==> config.mk <==
export PLATFORM = sky130hd
export DESIGN_NAME = motion_light_mode_controller
export DESIGN_NICKNAME = d
export VERILOG_FILES = /design/src/design/mlmc_pkg.sv /design/src/design/motion_light_mode_controller.sv /design/src/design/mlmc_core.sv
export SDC_FILE = /design/constraint.sdc
export NUM_CORES = 1
export LEC_CHECK = 0
export ABC_AREA = 1
export BUFFER_PORTS_ARGS = -buffer_cell sky130_fd_sc_hd__buf_2
export CORE_ASPECT_RATIO = 2
export CORE_MARGIN = 5
export CORE_UTILIZATION = 65
export DETAILED_ROUTE_END_ITERATION = 8
export PLACE_DENSITY_LB_ADDON = 0.3
export SYNTH_ARGS = -nofsm -noshare
export SYNTH_HDL_FRONTEND = slang
export SYNTH_SLANG_ARGS = --single-unit
export TNS_END_PERCENT = 1
==> constraint.sdc <==
create_clock -name i_clk -period 6.4 [get_ports i_clk]
set_input_delay 0.32 -clock i_clk [delete_from_list [all_inputs] [get_ports i_clk]]
set_output_delay 0.32 -clock i_clk [all_outputs]
set_load 0.01 [all_outputs]
==> src/design/mlmc_pkg.sv <==
// shared types and constants of the motion light mode controller
`timescale 1ns / 1ps

package mlmc_pkg;

    localparam int KIND_W     = 3;
    localparam int MODE_W     = 2;
    localparam int SEC_W      = 16;
    localparam int ELAPSED_W  = 27;
    localparam int THRESH_W   = 26;

    localparam logic [KIND_W-1:0] KIND_TICK   = 3'd0;
    localparam logic [KIND_W-1:0] KIND_SAMPLE = 3'd1;
    localparam logic [KIND_W-1:0] KIND_APPLY  = 3'd2;
    localparam logic [KIND_W-1:0] KIND_INC    = 3'd3;
    localparam logic [KIND_W-1:0] KIND_DEC    = 3'd4;

    localparam logic [MODE_W-1:0] MODE_MOTION = 2'd0;
    localparam logic [MODE_W-1:0] MODE_ON     = 2'd1;
    localparam logic [MODE_W-1:0] MODE_OFF    = 2'd2;
    localparam logic [MODE_W-1:0] MODE_RSVD   = 2'd3;

    localparam int MS_PER_SEC = 1000;
    localparam int HOLD_STEP  = 5;
    localparam int LIMIT_STEP = 10;

    localparam logic [SEC_W-1:0]     HOLD_RESET  = 16'd30;
    localparam logic [SEC_W-1:0]     LIMIT_RESET = 16'd3600;
    localparam logic [SEC_W-1:0]     SEC_MAX     = 16'hFFFF;
    localparam logic [ELAPSED_W-1:0] ELAPSED_MAX = 27'h7FF_FFFF;

    localparam logic CFG_HOLD  = 1'b0;
    localparam logic CFG_LIMIT = 1'b1;

    typedef struct packed {
        logic [SEC_W-1:0] hold_default;
        logic [SEC_W-1:0] on_limit_default;
    } t_cfg;

    typedef struct packed {
        logic [MODE_W-1:0] mode;
        logic              changed;
        logic              light;
    } t_result;

endpackage

==> src/design/motion_light_mode_controller.sv <==
// top level of the motion light mode controller: config registers, core and result queue
`timescale 1ns / 1ps

// Motion sensor light controller.
// Input stream: s_axis_tuser carries the request kind (tick, sensor sample,
// apply mode, increase timer, decrease timer); s_axis_tdata carries the
// motion bit and the mode selector. Every accepted request gives exactly one
// result on the output stream: light state, change flag and current mode.
// The state update happens at the accepting edge, where the result is also
// written into the result queue, which presents it on m_axis. Throughput is
// one request per cycle while s_axis_tready is high, set by the combinational
// compare-and-update of the core against its own state. Results wait in a
// two-entry queue, so input stays ready while one result waits; s_axis_tready
// drops whenever two results are stored. Configuration writes on i_cfg_* load
// the default hold and forced-on times, used at the next mode apply.
// Reset (synchronous, active low) turns the light off, selects motion mode,
// clears the millisecond counter, loads 30 s hold and 3600 s limit, and
// empties the queue.

module motion_light_mode_controller (
    input  logic        i_clk,
    input  logic        i_rst_n,
    input  logic        i_cfg_we,
    input  logic        i_cfg_addr,
    input  logic [15:0] i_cfg_data,
    input  logic        s_axis_tvalid,
    output logic        s_axis_tready,
    input  logic [7:0]  s_axis_tdata,   // motion [0], mode_select [2:1], zeros
    input  logic [2:0]  s_axis_tuser,   // kind [2:0]
    output logic        m_axis_tvalid,
    input  logic        m_axis_tready,
    output logic [7:0]  m_axis_tdata    // light [0], changed [1], mode [3:2], zeros
);

    mlmc_pkg::t_cfg     r_cfg;
    mlmc_pkg::t_result  core_result;
    mlmc_pkg::t_result  r_queue [2];
    logic               r_wr_ptr;
    logic               r_rd_ptr;
    logic [1:0]         r_count;
    logic               push;
    logic               pop;

    always_ff @(posedge i_clk) begin
        if (!i_rst_n) begin
            r_cfg.hold_default     <= mlmc_pkg::HOLD_RESET;
            r_cfg.on_limit_default <= mlmc_pkg::LIMIT_RESET;
        end else if (i_cfg_we) begin
            unique case (i_cfg_addr)
                mlmc_pkg::CFG_HOLD:  r_cfg.hold_default     <= i_cfg_data;
                mlmc_pkg::CFG_LIMIT: r_cfg.on_limit_default <= i_cfg_data;
                default: begin
                end
            endcase
        end
    end

    assign s_axis_tready = (r_count != 2'd2);
    assign push = s_axis_tvalid & s_axis_tready;
    assign pop  = m_axis_tvalid & m_axis_tready;

    mlmc_core u_core (
        .i_clk         (i_clk),
        .i_rst_n       (i_rst_n),
        .i_valid       (push),
        .i_kind        (s_axis_tuser),
        .i_motion      (s_axis_tdata[0]),
        .i_mode_select (s_axis_tdata[2:1]),
        .i_cfg         (r_cfg),
        .o_result      (core_result)
    );

    always_ff @(posedge i_clk) begin
        if (push) begin
            r_queue[r_wr_ptr] <= core_result;
        end
    end

    always_ff @(posedge i_clk) begin
        if (!i_rst_n) begin
            r_wr_ptr <= 1'b0;
            r_rd_ptr <= 1'b0;
            r_count  <= 2'd0;
        end else begin
            if (push) begin
                r_wr_ptr <= ~r_wr_ptr;
            end
            if (pop) begin
                r_rd_ptr <= ~r_rd_ptr;
            end
            case ({push, pop})
                2'b10:   r_count <= r_count + 2'd1;
                2'b01:   r_count <= r_count - 2'd1;
                default: r_count <= r_count;
            endcase
        end
    end

    assign m_axis_tvalid = (r_count != 2'd0);
    assign m_axis_tdata  = {4'b0000, r_queue[r_rd_ptr].mode,
                            r_queue[r_rd_ptr].changed, r_queue[r_rd_ptr].light};

    a_count_range: assert property (@(posedge i_clk) disable iff (!i_rst_n)
        r_count != 2'd3)
        else $error("result queue count out of range");

    a_result_next: assert property (@(posedge i_clk) disable iff (!i_rst_n)
        (push && r_count == 2'd0) |=> m_axis_tvalid)
        else $error("result missing after accepted request");

    a_mode_valid: assert property (@(posedge i_clk) disable iff (!i_rst_n)
        m_axis_tvalid |-> (m_axis_tdata[3:2] != mlmc_pkg::MODE_RSVD))
        else $error("reserved mode on output");

    a_pop_only: assert property (@(posedge i_clk) disable iff (!i_rst_n)
        (pop && !push) |=> (r_count == $past(r_count) - 2'd1))
        else $error("queue count wrong after drain");

endmodule

==> src/design/mlmc_core.sv <==
// light, mode, timer state and the combinational next-state update for one request
`timescale 1ns / 1ps

module mlmc_core (
    input  logic                          i_clk,
    input  logic                          i_rst_n,
    input  logic                          i_valid,
    input  logic [mlmc_pkg::KIND_W-1:0]   i_kind,
    input  logic                          i_motion,
    input  logic [mlmc_pkg::MODE_W-1:0]   i_mode_select,
    input  mlmc_pkg::t_cfg                i_cfg,
    output mlmc_pkg::t_result             o_result
);

    logic                               r_light;
    logic [mlmc_pkg::MODE_W-1:0]        r_mode;
    logic [mlmc_pkg::ELAPSED_W-1:0]     r_elapsed;
    logic [mlmc_pkg::SEC_W-1:0]         r_hold_sec;
    logic [mlmc_pkg::SEC_W-1:0]         r_limit_sec;

    logic                               n_light;
    logic [mlmc_pkg::MODE_W-1:0]        n_mode;
    logic [mlmc_pkg::ELAPSED_W-1:0]     n_elapsed;
    logic [mlmc_pkg::SEC_W-1:0]         n_hold_sec;
    logic [mlmc_pkg::SEC_W-1:0]         n_limit_sec;
    logic                               changed;

    logic [mlmc_pkg::THRESH_W-1:0]      hold_ms;
    logic [mlmc_pkg::THRESH_W-1:0]      limit_ms;
    logic                               hold_reached;
    logic                               limit_reached;
    logic [mlmc_pkg::SEC_W:0]           hold_sum;
    logic [mlmc_pkg::SEC_W:0]           limit_sum;
    logic [mlmc_pkg::SEC_W-1:0]         hold_dec;
    logic [mlmc_pkg::SEC_W-1:0]         limit_dec;

    assign hold_ms  = mlmc_pkg::THRESH_W'(r_hold_sec)
                    * mlmc_pkg::THRESH_W'(mlmc_pkg::MS_PER_SEC);
    assign limit_ms = mlmc_pkg::THRESH_W'(r_limit_sec)
                    * mlmc_pkg::THRESH_W'(mlmc_pkg::MS_PER_SEC);
    assign hold_reached  = r_elapsed >= {1'b0, hold_ms};
    assign limit_reached = r_elapsed >= {1'b0, limit_ms};

    // saturating timer steps
    assign hold_sum  = {1'b0, r_hold_sec} + (mlmc_pkg::SEC_W+1)'(mlmc_pkg::HOLD_STEP);
    assign limit_sum = {1'b0, r_limit_sec} + (mlmc_pkg::SEC_W+1)'(mlmc_pkg::LIMIT_STEP);
    assign hold_dec  = (r_hold_sec < mlmc_pkg::SEC_W'(mlmc_pkg::HOLD_STEP)) ? '0
                     : r_hold_sec - mlmc_pkg::SEC_W'(mlmc_pkg::HOLD_STEP);
    assign limit_dec = (r_limit_sec < mlmc_pkg::SEC_W'(mlmc_pkg::LIMIT_STEP)) ? '0
                     : r_limit_sec - mlmc_pkg::SEC_W'(mlmc_pkg::LIMIT_STEP);

    always_comb begin
        n_light     = r_light;
        n_mode      = r_mode;
        n_elapsed   = r_elapsed;
        n_hold_sec  = r_hold_sec;
        n_limit_sec = r_limit_sec;
        changed     = 1'b0;
        unique case (i_kind)
            mlmc_pkg::KIND_TICK: begin
                if (r_elapsed != mlmc_pkg::ELAPSED_MAX) begin
                    n_elapsed = r_elapsed + 1'b1;
                end
            end
            mlmc_pkg::KIND_SAMPLE: begin
                case (r_mode)
                    mlmc_pkg::MODE_MOTION: begin
                        if ((r_light != i_motion) && (i_motion || hold_reached)) begin
                            n_light   = i_motion;
                            n_elapsed = '0;
                            changed   = 1'b1;
                        end
                    end
                    mlmc_pkg::MODE_ON: begin
                        if (!r_light) begin
                            n_light   = 1'b1;
                            n_elapsed = '0;
                            changed   = 1'b1;
                        end else if (limit_reached) begin
                            n_mode = mlmc_pkg::MODE_MOTION;
                        end
                    end
                    mlmc_pkg::MODE_OFF: begin
                        if (r_light) begin
                            n_light = 1'b0;
                            changed = 1'b1;
                        end
                    end
                    default: begin
                    end
                endcase
            end
            mlmc_pkg::KIND_APPLY: begin
                if (i_mode_select != mlmc_pkg::MODE_RSVD) begin
                    n_mode      = i_mode_select;
                    n_hold_sec  = i_cfg.hold_default;
                    n_limit_sec = i_cfg.on_limit_default;
                    n_elapsed   = '0;
                end
            end
            mlmc_pkg::KIND_INC: begin
                if (r_mode == mlmc_pkg::MODE_MOTION) begin
                    n_hold_sec = hold_sum[mlmc_pkg::SEC_W] ? mlmc_pkg::SEC_MAX
                               : hold_sum[mlmc_pkg::SEC_W-1:0];
                end else if (r_mode == mlmc_pkg::MODE_ON) begin
                    n_limit_sec = limit_sum[mlmc_pkg::SEC_W] ? mlmc_pkg::SEC_MAX
                                : limit_sum[mlmc_pkg::SEC_W-1:0];
                end
            end
            mlmc_pkg::KIND_DEC: begin
                if (r_mode == mlmc_pkg::MODE_MOTION) begin
                    n_hold_sec = hold_dec;
                end else if (r_mode == mlmc_pkg::MODE_ON) begin
                    n_limit_sec = limit_dec;
                end
            end
            default: begin
            end
        endcase
    end

    assign o_result.light   = n_light;
    assign o_result.changed = changed;
    assign o_result.mode    = n_mode;

    always_ff @(posedge i_clk) begin
        if (!i_rst_n) begin
            r_light     <= 1'b0;
            r_mode      <= mlmc_pkg::MODE_MOTION;
            r_elapsed   <= '0;
            r_hold_sec  <= mlmc_pkg::HOLD_RESET;
            r_limit_sec <= mlmc_pkg::LIMIT_RESET;
        end else if (i_valid) begin
            r_light     <= n_light;
            r_mode      <= n_mode;
            r_elapsed   <= n_elapsed;
            r_hold_sec  <= n_hold_sec;
            r_limit_sec <= n_limit_sec;
        end
    end

endmodule
Word level (Yosys, flattened, before mapping)
Memories as Yosys holds them, arrays and structs flattened. A register that Yosys moved wholly into a read port is not among the register bits. Cells that the tools add are included.

Add/subtract/negate cells: 7. $mul: 2. Div/mod/pow operators: 0. Magnitude comparators: 4. Equal/unequal tests: 23. Shifts and indexed selects: 0. Mux-type cells: 38. Bitwise gates (word level): 5. Reductions and logical operators: 13.

Operators with widths (number): $mux W16 (12); $mux W27 (4); $pmux W16 S3 (2); $pmux W27 S3 (1); $ge A27 B26 Y1 (2); $pmux W27 S2 (1); $mul A16 B7 Y23 const B (2); $add A27 B1 Y27 const B (1); $ne A27 B27 Y1 const B (1); $add A16 B3 Y17 const B (1); $add A16 B4 Y17 const B (1); $lt A16 B3 Y1 const B (1); $lt A16 B4 Y1 const B (1); $sub A16 B3 Y16 const B (1); $sub A16 B4 Y16 const B (1); $reduce_and A7 Y1 (2); $ne A2 B1 Y1 const B (6); $mux W1 (10); $mux W2 (4); $ne A2 B2 Y1 const B (4); $pmux W2 S2 (2); $eq A3 B2 Y1 const B (2); $pmux W1 S3 (2); $reduce_bool A3 Y1 (2); 19 further kinds (26).

Bits in registers: 98. Latch bits: 0. RAM bits: 8. ROM bits: 0. Bits of input ports: 33. Output and inout bits: 10. Word-level logic and storage cells: 103. Memories: 1.

Memories: r_queue (words 2, bits a word 4, rd ports 1, clocked after memory_dff 1, wr ports 1, RTL line motion_light_mode_controller.sv:37) `mlmc_pkg::t_result r_queue [2];`.

Depth between registers and ports, before layout
Depth in word-level cells: 7. Depth in mapped cells: 35. Depth with buffers taken out: 35.

Modules after synthesis
A second synthesis with hierarchy kept.

Cells, all modules: 1843. Area, all modules: 13699.4 µm².

Modules (own cells, without submodules): mlmc_core (times used 1, cells each 1648, area an instance 11941.5 µm², sequential area each 1241.2 µm²); motion_light_mode_controller (times used 1, cells each 195, area an instance 1757.9 µm², sequential area each 980.9 µm²).

Worst setup path before layout
OpenSTA, ideal clock, no wires.

Path type: register -> register. Start: register u_core.r_hold_sec[2] in the netlist's numbering. End: register u_core.r_elapsed[8] in the netlist's numbering. Setup time: 131 ps. Data arrival time: 5547 ps. Required time: 6269 ps. Setup slack: 722 ps. Stages on the path, launching flop included: 32. Buffers on the path: 2. Period minus slack after synthesis: 5678 ps. Cells stage by stage: dfxtp_1 -> inv_1 -> fa_1 -> fa_1 -> fa_1 -> fa_1 -> inv_1 -> ha_1 -> nand2_1 -> o21ai_0 -> a21oi_1 -> o21ai_0 -> a21oi_1 -> o21ai_0 -> xor2_1 -> ha_1 -> nand2_1 -> inv_1 -> nand2_1 -> nand2_1 -> nand2_1 -> nand2_1 -> a21oi_2 -> nand2_1 -> nand2_1 -> nand2_1 -> nand2_1 -> nand2_2 -> buf_6 -> buf_6 -> nand3_1 -> a21oi_2.

Word-level cells in the longest chain between the ends: 6.

RTL lines: start: declaration (RTL line mlmc_core.sv:18) `logic [mlmc_pkg::SEC_W-1:0] r_hold_sec;`; start signal: assignment (RTL line mlmc_core.sv:131) `r_hold_sec <= mlmc_pkg::HOLD_RESET;`; start signal: assignment (RTL line mlmc_core.sv:137) `r_hold_sec <= n_hold_sec;`; $mul A16 B7 Y23 (RTL line mlmc_core.sv:38) `* mlmc_pkg::THRESH_W'(mlmc_pkg::MS_PER_SEC);`; $ge A27 B26 Y1 (RTL line mlmc_core.sv:41) `assign hold_reached = r_elapsed >= {1'b0, hold_ms};`; $logic_or A1 B1 Y1 (RTL line mlmc_core.sv:68) `if ((r_light != i_motion) && (i_motion || hold_reached)) begin`; $logic_and A1 B1 Y1 (RTL line mlmc_core.sv:68); $ne A3 B2 Y1 (no source line); $reduce_and A7 Y1 (no source line); end signal: assignment (RTL line mlmc_core.sv:136) `r_elapsed <= n_elapsed;`; end: declaration (RTL line mlmc_core.sv:17) `logic [mlmc_pkg::ELAPSED_W-1:0] r_elapsed;`.

Every way passes these cells. A chain may end at the register's enable or synchronous reset.

Worst setup path in the final report
Start: register u_core.r_hold_sec[8] in the netlist's numbering. End: register u_core.r_elapsed[11] in the netlist's numbering.

Same word-level chain as after synthesis.

==> flow_metrics.env <==
export IMPL_cp_depth=30
export IMPL_hold_path_class="primary input to flip-flop"
export IMPL_drcViolationCount=0
export IMPL_cp_top_family="adder cells"
export IMPL_cts_path_max_buffers=2
export IMPL_multi_input_area_um2=9870
export IMPL_ys_warn_count=0
export IMPL_drv_cap=0
export IMPL_crit_end="u_core.r_elapsed[11]"
export IMPL_worstReg2RegStart="u_core.r_hold_sec[8]"
export IMPL_status="complete, no violations"
export IMPL_hp_start="i_cfg_data[4]"
export IMPL_grt_max_degree=63
export IMPL_netlist_area_um2=13200
export IMPL_dp_cells=2004
export IMPL_max_freq_mhz=164
export IMPL_period_needed_ns=6.11
export IMPL_fin_crit_sh_pct=95.5
export IMPL_viasPerCell=5.93
export IMPL_clk_pin_slew_ns=0.08
export IMPL_crit_start="u_core.r_hold_sec[8]"
export IMPL_final_setup_viol_count=0
export IMPL_n_antenna_cell=0
export IMPL_port_buffers=33
export IMPL_ir_worst_vdd_uv=235
export IMPL_slowest_delay_ns=0.51
export IMPL_via_count=12000
export IMPL_synth_edff_count=8
export IMPL_crit_type="flip-flop to flip-flop"
export IMPL_tns_ns=0
export IMPL_final_nets=2094
export IMPL_dr_pass1_iters=6
export IMPL_regToRegSetupSlack_ns=0.29
export IMPL_fillerInstances=1700
export IMPL_ys_flop_type="dfxtp_1"
export IMPL_die_y_um=212
export IMPL_cts_hold_buf=0
export IMPL_p_total_mw=4.97
export IMPL_fin_cells=2029
export IMPL_hold_violations=0
export IMPL_synth_area_per_cell_um2=7.70
export IMPL_initial_utilization_pct=66.3
export IMPL_slowest_stage="fa_1"
export IMPL_synthArstFlopShare_pct=0
export IMPL_arrival_ns=6.42
export IMPL_cts_max_level=3
export IMPL_row_count=73
export IMPL_gr_total_overflow=0
export IMPL_maxSlewHeadroom_pct=8.87
export IMPL_clock_skew_ns=0.0116
export IMPL_endpoint_kind="flip-flop"
export IMPL_ff2ff_path_depth=30
export IMPL_ios=43
export IMPL_dpl_hpwl_um=29300
export IMPL_drtAntennaViolNets=0
export IMPL_cp_start_kind="flip-flop"
export IMPL_core_area_um2=19900
export IMPL_p_per_area_nw_per_um2=351
export IMPL_path_max_fanout=13
export IMPL_grt_pass1_vias=12200
export IMPL_cts_sinks=107
export IMPL_die_x_um=111
export IMPL_wire_per_inst_um=18.0
export IMPL_clock_tree_root_cell="clkbuf_16"
export IMPL_p_leak_nw=6.73
export IMPL_crit_required_ns=6.71
export IMPL_synth_cell_type_count=57
export IMPL_grt_usage_pct=31.1
export IMPL_synthCells=1714
export IMPL_yosysSeqAreaShare_pct=16.8
export IMPL_critPathBufInv=6
export IMPL_ff_latch_area_um2=2220
export IMPL_clk_latency_ns=0.39
export IMPL_die_area_um2=23400
export IMPL_antenna_found_initial=0
export IMPL_crit_top_cell="nand2_1"
export IMPL_worstMarginPinSlew_ns=1.37
export IMPL_area_growth_synth_to_final_pct=7.11
export IMPL_reg2reg_to="u_core.r_elapsed[11]"
export IMPL_grt_pass1_wl_um=58100
export IMPL_slew_violations=0
export IMPL_place_congestion=0.963
export IMPL_drive_above_1_share_pct=7.58
export IMPL_cts_tree="done"
export IMPL_dr_first_iter_drc_count=650
export IMPL_ys_ff_latch=107
export IMPL_finalWirelength_um=36600
export IMPL_cts_buffers=9
## cells in the mapped netlist (3+ instances only)
master / instances / area [um2]
xnor2_1: 29 / 254
xor2_1: 66 / 578
clkbuf_1: 21 / 78.8
ha_1: 191 / 2390
o211ai_1: 24 / 180
and2_1: 3 / 18.8
a21o_1: 4 / 30.0
buf_4: 4 / 30.0
nor3b_1: 4 / 30.0
a31oi_1: 8 / 50.1
nand2_1: 292 / 1100
nor3_1: 23 / 115
nand3_1: 95 / 475
a21oi_2: 4 / 35.0
o21ai_0: 100 / 500
edfxtp_1: 8 / 240
nand2_2: 7 / 43.8
a41oi_1: 7 / 61.3
nand4_1: 25 / 156
a21oi_1: 126 / 631
o31ai_1: 4 / 30.0
nor2_1: 160 / 601
nor2_2: 5 / 31.3
fa_1: 108 / 2160
inv_2: 4 / 15.0
dfxtp_1: 99 / 1980
inv_1: 240 / 901
o21bai_1: 3 / 22.5
buf_2: 5 / 25.0
mux2_2: 4 / 45.0
buf_6: 8 / 90.1
## through the flow
| stage | hold WS, ns | worst slack [ns] | instance area, um2 | util (%) |
|---|---|---|---|---|
| floorplan | 0.426 | 0.722 | 13200 | - |
| global placement | 0.437 | 0.288 | 13700 | 68.8 |
| detailed placement | 0.443 | 0.191 | 13700 | 68.8 |
| CTS | 0.136 | 0.136 | 14000 | 70.4 |
| global route | 0.156 | -0.00893 | 14100 | 71.0 |
| finish | 0.143 | 0.288 | 14100 | 71.0 |
## worst reg2reg max path, delay by kind of cell, from the launching register on
kind                     cells  cell delay, ns
flip-flops                   1            0.42
AND/OR/NAND/NOR             15            1.57
AO/OA/AOI/OAI                2            0.46
buffers and inverters        6            0.91
XOR/XNOR                     1            0.08
adder cells (fa/ha/maj)      6            2.59
## worst min-delay path by stage
stage	endpoint	slack (ns)	cells past startpoint
CTS	r_cfg[4]	0.14	3
global route	r_cfg[4]	0.16	3
floorplan	flip-flop	0.43	1
detailed placement	flip-flop	0.44	1
finish	r_cfg[4]	0.14	3
global placement	r_rd_ptr	0.44	1
## cells by family (layout without fill, tap and decap cells)
logic type,count (synthesis),in the layout,synth area share (%)
flops,107,107,16.8
fa+ha+maj,299,299,34.5
mux,4,4,0.341
compound gates,294,294,12.7
buf+inv,285,335,8.77
simple gates,629,629,20.6
other cells,1,4,0.0284
xor+xnor,95,95,6.30
## power by group
group | switching, mW | internal, mW | total [mW]
sequential | 0.0445 | 0.724 | 0.769
combinational | 2.19 | 1.41 | 3.60
clock | 0.319 | 0.284 | 0.603
## final cells by class
| class | instances | area share, % |
|---|---|---|
| Clock buffer | 9 | 1.59 |
| Clock inverter | 7 | 0.628 |
| Inverter | 246 | 6.61 |
| Multi-Input combinational cell | 1325 | 69.8 |
| Sequential cell | 107 | 15.7 |
| Tap cell | 262 | 2.32 |
| Timing Repair Buffer | 73 | 3.35 |
## state kept, by name, indices dropped and copies added (netlist names), named ones only
| signal | cells |
|---|---|
| u_core.r_elapsed | 27 |
| u_core.r_light | 1 |
| r_rd_ptr | 1 |
| u_core.r_mode | 2 |
| r_cfg | 32 |
| r_wr_ptr | 1 |
| r_count | 2 |
| u_core.r_limit_sec | 16 |
| r_queue | 8 |
| u_core.r_hold_sec | 16 |
## metal layers
metal | wire length [um] | track usage [%] | vias up
met5 | 0 | 0 | -
met3 | 1820 | 4.63 | 201
met1 | 12000 | 29.9 | 5675
met2 | 19700 | 58.8 | 452
li1 | - | - | 5707
met4 | 3050 | 23.1 | 0
## cell usage in the layout (no fill, tap or decap), types with 4 or more instances in the layout
master and instances:
a21o_1 4, a21oi_1 122, a21oi_2 8, a31oi_1 8, a41oi_1 7, buf_2 33
buf_4 38, clkbuf_16 9, conb_1 4, dfxtp_1 98, edfxtp_1 8, fa_1 108
ha_1 191, inv_1 237, inv_2 4, mux2_2 4, nand2_1 290, nand2_2 8
nand3_1 95, nand4_1 25, nor2_1 160, nor2_2 5, nor3_1 23, nor3b_1 4
o211ai_1 24, o21ai_0 99, o31ai_1 4, xnor2_1 29, xor2_1 66
## repair_timing
item	4_1_cts	5_1_grt
setup endpoints to repair	0	27
gates resized for setup	0	15
setup buffers	0	9
(Power assumes the default switching activity.)
